`src/rtl/paged_work_queue_assert.svh`:
```
// Assertion macros for the paged work queue.
`ifndef PAGED_WORK_QUEUE_ASSERT_SVH
`define PAGED_WORK_QUEUE_ASSERT_SVH
// Implication checked on every clock edge outside reset.
`define PWQ_ASSERT_IMP(label, clk, rst_n, a, c) \
  label: assert property (@(posedge clk) disable iff (!rst_n) (a) |-> (c)) \
    else $error("assertion failed");
// Next-cycle implication.
`define PWQ_ASSERT_NXT(label, clk, rst_n, a, c) \
  label: assert property (@(posedge clk) disable iff (!rst_n) (a) |=> (c)) \
    else $error("assertion failed");
`endif

```
`src/rtl/pwq_pkg.sv`:
```
// Package for the paged work queue: sizes, codes, payload and control types.
package pwq_pkg;
  localparam int PageEntries = 128;
  localparam int PageCount   = 16;
  localparam int SlotCount   = PageEntries * PageCount;
  localparam int EntW        = $clog2(PageEntries);
  localparam int PgW         = $clog2(PageCount);
  localparam int PgRefW      = PgW + 1;
  localparam int FillW       = $clog2(PageEntries + 1);
  localparam int SlotW       = PgW + EntW;
  localparam int TotW        = 12;
  localparam int TopW        = $clog2(PageCount + 1);

  localparam logic [1:0] OpPush = 2'd0;
  localparam logic [1:0] OpPop  = 2'd1;
  localparam logic [1:0] OpPeek = 2'd2;
  localparam logic [1:0] OpNop  = 2'd3;

  localparam logic [1:0] StOk    = 2'd0;
  localparam logic [1:0] StEmpty = 2'd1;
  localparam logic [1:0] StFull  = 2'd2;

  typedef struct packed {
    logic [1:0]         opcode;
    logic signed [31:0] entry_type;
    logic signed [63:0] entry_context;
    logic signed [63:0] entry_context_two;
  } in_item_t;

  typedef struct packed {
    logic [1:0]         status;
    logic signed [31:0] out_type;
    logic signed [63:0] out_context;
    logic signed [63:0] out_context_two;
    logic [TotW-1:0]    queued_total;
  } out_item_t;

  typedef enum logic [1:0] {
    SIdle,
    SExec,
    SOut
  } state_e;

  typedef struct packed {
    logic load;   // capture input item, start slot reads
    logic exec;   // decide and update, form result
  } cmd_t;

  typedef struct packed {
    logic dummy_ready;
  } sts_t;
endpackage

```
`src/rtl/pwq_ctrl.sv`:
```
// Sequencer for the paged work queue: accept, execute, deliver.
module pwq_ctrl (
  input  logic           clk_i,
  input  logic           rst_ni,
  input  logic           in_valid_i,
  output logic           in_stall_o,
  output logic           out_valid_o,
  input  logic           out_stall_i,
  input  pwq_pkg::sts_t  sts_i,
  output pwq_pkg::cmd_t  cmd_o
);
  pwq_pkg::state_e state_q, state_d;

  always_ff @(posedge clk_i or negedge rst_ni) begin
    if (!rst_ni) state_q <= pwq_pkg::SIdle;
    else         state_q <= state_d;
  end

  // Output holds until taken; a new item may be accepted in the same edge.
  always_comb begin
    state_d = state_q;
    unique case (state_q)
      pwq_pkg::SIdle: if (in_valid_i) state_d = pwq_pkg::SExec;
      pwq_pkg::SExec: state_d = pwq_pkg::SOut;
      pwq_pkg::SOut:  if (!out_stall_i) state_d = in_valid_i ? pwq_pkg::SExec : pwq_pkg::SIdle;
      default:        state_d = pwq_pkg::SIdle;
    endcase
  end

  always_comb begin
    in_stall_o  = 1'b1;
    out_valid_o = 1'b0;
    unique case (state_q)
      pwq_pkg::SIdle: in_stall_o = !sts_i.dummy_ready;
      pwq_pkg::SExec: ;
      pwq_pkg::SOut: begin
        out_valid_o = 1'b1;
        in_stall_o  = out_stall_i;
      end
      default: ;
    endcase
    cmd_o.load = in_valid_i && !in_stall_o;
    cmd_o.exec = (state_q == pwq_pkg::SExec);
  end
endmodule

```
`config.mk`:
```
export PLATFORM = sky130hd
export DESIGN_NAME = pwq_ctrl
export DESIGN_NICKNAME = d
export VERILOG_FILES = /design/src/rtl/paged_work_queue_assert.svh /design/src/rtl/pwq_pkg.sv /design/src/rtl/pwq_ctrl.sv
export SDC_FILE = /design/constraint.sdc
export NUM_CORES = 1
export LEC_CHECK = 0
export BUFFER_PORTS_ARGS = -buffer_cell sky130_fd_sc_hd__buf_2
export CAP_MARGIN = 30
export CORE_AREA = 2 2 39 41
export CTS_CLUSTER_SIZE = 24
export DETAILED_ROUTE_END_ITERATION = 12
export DIE_AREA = 0 0 41 43
export PLACE_DENSITY_LB_ADDON = 0.1
export SYNTH_ARGS = -nofsm -noshare
export SYNTH_HDL_FRONTEND = slang
export SYNTH_SLANG_ARGS = --single-unit
```
`constraint.sdc`:
```
create_clock -name clk_i -period 0.9 [get_ports clk_i]
set_input_delay 0.135 -clock clk_i [delete_from_list [all_inputs] [get_ports clk_i]]
set_output_delay 0.135 -clock clk_i [all_outputs]
set_load 0.1 [all_outputs]
```
## Yosys cells after proc, flatten, opt, wreduce, memory -nomap -nowiden

Index checks and enable logic that the tools add are counted.

| word-level totals | value |
|---|---|
| input bits | 5 |
| word-level logic and storage cells | 16 |
| flip-flop bits (word level) | 2 |

| operators by class | value |
|---|---|
| reduce and logical (&&, ||, !) cells | 5 |
| multiplexer cells | 6 |
| eq/ne operators | 4 |

Operators by type and width:

| operator | count |
|---|---|
| $pmux 2 s3 | 1 |
| $mux 2 | 2 |
| $ne 2x2->1 const B | 2 |
| $eq 2x1->1 const B | 1 |
| $eq 2x2->1 const B | 1 |
| $logic_not 1->1 | 2 |
| $logic_not 2->1 | 1 |
| $mux 1 | 2 |
| $pmux 1 s2 | 1 |
| $reduce_and 2->1 | 1 |
| $logic_and 1x1->1 | 1 |

## Depth between registers and ports, before layout

| depth | value |
|---|---|
| depth after elaboration | 4 |
| depth in mapped cells | 2 |
| mapped depth without buffers | 2 |

## Least setup slack after synthesis

Ideal clock, no wire load.

| path | value |
|---|---|
| path kind | reg2out |
| start | reg state_q[1] |
| end | out cmd_o[1] in the netlist's numbering |
| required time | 0.765 ns |
| path slack | -1.266 ns |
| cell stages (with the launch flop) | 3 |
| data arrival time | 2.031 ns |
| cells stage by stage | dfrtp_1 nand2b_1 a21oi_1 |

RTL lines:

| element | line | source |
|---|---|---|
| start: declaration | pwq_ctrl.sv:12 | `pwq_pkg::state_e state_q, state_d;` |
| start signal: assignment | pwq_ctrl.sv:15 | `if (!rst_ni) state_q <= pwq_pkg::SIdle;` |
| start signal: assignment | pwq_ctrl.sv:16 | `else state_q <= state_d;` |
| end: declaration | pwq_ctrl.sv:10 | `output pwq_pkg::cmd_t cmd_o` |

## Final worst setup path

| path | value |
|---|---|
| start | reg state_q[1] |
| end | out in_stall_o |

| between the ends | value |
|---|---|
| word-level cells in the longest chain between the ends | 2 |
| elaborated cells on any way between the ends | 3 |
| those cells by class | 1 x eq/ne; 1 x mux; 1 x reduce/logical |

Ends and longest elaborated chain:

| element | line | source |
|---|---|---|
| $eq 2x2->1 / $logic_not 2->1 (equally long branches) | pwq_ctrl.sv:33 | `unique case (state_q)` |
| $pmux 1 s2 * | pwq_ctrl.sv:33 |  |
| end: declaration | pwq_ctrl.sv:6 | `output logic in_stall_o,` |

Every way passes the cells marked *; elsewhere a longest branch is shown, timed or not.

==> results_dict.tcl <==
set metrics [dict create \
    synthCells 12 \
    synth_compound_area_share_pct 21.5 \
    finalCritPeriodShare_pct 145 \
    clock_path_buffers 2 \
    yosys_register_bits 2 \
    synth_nets 17 \
    cts_root_buf "clkbuf_4" \
    synth_top_area_share_pct 43.0 \
    p_sw_mw 0.377 \
    slew_viol_final 0 \
    clock_latency_ps 220 \
    cts_tree "done" \
    cts.sinks 2 \
    core_area_um2 1380 \
    vias 135 \
    peakVddDrop_mv 0.787 \
    synth_xor_area_share_pct 0 \
    place_inst 37 \
    port_buffers 8 \
    grt_usage_pct 5.22 \
    hold_violations 0 \
    vias_per_cell 3.14 \
    r2r_cells 3 \
    syn_to_final_growth_pct 192 \
    final.setup_skew_ps 2.69 \
    h-tree-depth 1 \
    ys_warn_count 0 \
    layout-drive-gt1-share_pct 88.9 \
    intPower_mw 0.483 \
    status "complete, but fails checks" \
    muxShareOfSynthArea_pct 0 \
    drcViolationCount 0 \
    ant_nets 0 \
    top_register "state_q" \
    initial_utilization_pct 8.41 \
    grt_pass1_wl_um 552 \
    globalplace.congestion 0.624 \
    critical_path_class "flop to output port" \
    required_ps 760 \
    setup_ws_ps -402 \
    layout.cells.non_filler 43 \
    setup-violations-final 5 \
    avgRoutedWirePerCell_um 8.00 \
    cts.clk_slew.worst_paths_ps 30 \
    powerDensity_nw_per_um2 2530 \
    drv_cap 0 \
    relSlewSlack_pct 90.9 \
    rsz0062_at_grt "yes" \
    clock.fmax_mhz 768 \
    grt_max_degree 5 \
    timing.hold.ws_ps 200 \
    start_kind "flop" \
    top_regs "state_q (2)" \
    cp_max_fo 4 \
    drt_wl_total_um 344 \
    multiInputGateArea_um2 106 \
    post-place-ws_ps -181 \
    drt_iter0_markers 0 \
    p_leak_nw 0.162 \
    chipHeight_um 43 \
    combPwrFrac_pct 62.9 \
    fin_util_pct 24.6 \
    design_area_um2 340 \
    p_seq_share_pct 14.5 \
    dpl-instance-area_um2 273 \
    cts_made_buffers 3 \
    overflow 0 \
    num_io_pins 9 \
    yosys-top-cells-area "dfrtp_1 43%, nand2b_1 16%, a21o_1 13%" \
    ys_seq_area_share_pct 43.0 \
    violations "setup timing" \
    synth_top_family_by_area "simple AND/OR/NAND/NOR gates" \
    hp-class "input pin to flop" \
    diodes 0 \
    end_kind "output port" \
    fin_tns_setup_ps -1580 \
    critPathArrivalTime_ps 1170 \
    die_w_um 41 \
    syn-cell-area_um2 116 \
    synth-simple-area-share_pct 29.0 \
    max_slew.worst_pin.slew_ps 136 \
    row_count 14 \
    die_area_um2 1760 \
    synth_fa_ha_area_share_pct 0 \
    period_needed_ps 1300 \
    synth_top_area_cell "dfrtp_1" \
    syn_area_per_cell_um2 9.70 \
    largest_reg_flops 2 \
    seq_area_um2 51.3 \
    first_pass_iters 1 \
    clkPwrFrac_pct 22.6 \
    hold_depth 3 \
    nNetsFinal 34 \
    antenna_found_initial 0 \
    power_mw 0.860 \
    grt_pass1_vias 138 \
    fillers 150 \
    ys_types 6 \
    power_switching_share_pct 43.8 \
]
-- power by group through the flow --
stage	logic, mW	registers [mW]	clock network (mW)
floorplan	0.346	0.120	0
global placement	0.486	0.124	0
detailed placement	0.485	0.125	0
CTS	0.515	0.123	0.214
global route	0.556	0.128	0.219
finish	0.541	0.124	0.195
-- worst paths after layout --
| check | from | to | slack (ps) |
|---|---|---|---|
| worst max register to register | state_q[1] | state_q[1] | -140 |
| min in group asynchronous | rst_ni | state_q[1] | 230 |
| worst min-delay path | out_stall_i | state_q[0] | 200 |
| max in group asynchronous | rst_ni | state_q[1] | 570 |
| worst min register to register | state_q[1] | state_q[0] | 570 |
| worst max-delay path | state_q[1] | in_stall_o | -400 |
-- layout make-up --
| type | count | area share, % |
|---|---|---|
| Clock buffer | 3 | 6.62 |
| Multi-Input combinational cell | 9 | 31.3 |
| Sequential cell | 2 | 15.1 |
| Tap cell | 16 | 5.88 |
| Timing Repair Buffer | 13 | 41.2 |
-- layout by cell type, fill, tap and decap left out --
| cell type | synthesis | layout |
|---|---|---|
| buf_2 | 0 | 4 |
| buf_12 | 0 | 4 |
| dlygate4sd3_1 | 0 | 1 |
| a21o_1 | 2 | 1 |
| a21oi_4 | 0 | 1 |
| a21o_4 | 0 | 1 |
| dfrtp_2 | 0 | 1 |
| clkbuf_4 | 0 | 3 |
| buf_4 | 1 | 4 |
| dfrtp_1 | 2 | 1 |
| nand2b_4 | 0 | 3 |
| and2b_2 | 0 | 2 |
| a21oi_2 | 0 | 1 |
-- worst max-delay path: stages, from the launching register on --
cell      delay (ps)
dfrtp_2          410
nand2b_4         160
a21o_4           220
buf_12           160
-- repair_timing --
action,CTS,global route
hold buffers,1,0
pin swaps,2,1
endpoints found under the hold margin,2,0
setup endpoints to repair,5,6
gates resized for setup,2,3
cloned,0,0
buffers inserted,1,1
-- synthesized netlist by cell type --
cell      count
buf_4         1
and2b_1       2
a21oi_1       2
a21o_1        2
dfrtp_1       2
nand2b_1      3
-- metal layers --
layer	vias up	GRT usage, %	wire length, µm
met4	0	6.00	0
met3	0	2.09	24
met1	61	5.45	123
li1	70	-	-
met2	4	6.88	196
met5	-	0	0
-- cell families (layout without fill, tap and decap cells) --
| family | after synthesis | count (layout) |
|---|---|---|
| simple gates | 5 | 5 |
| compound gates | 4 | 4 |
| flops | 2 | 2 |
| buf+inv | 1 | 16 |
Power figures use the tool's default switching activity.
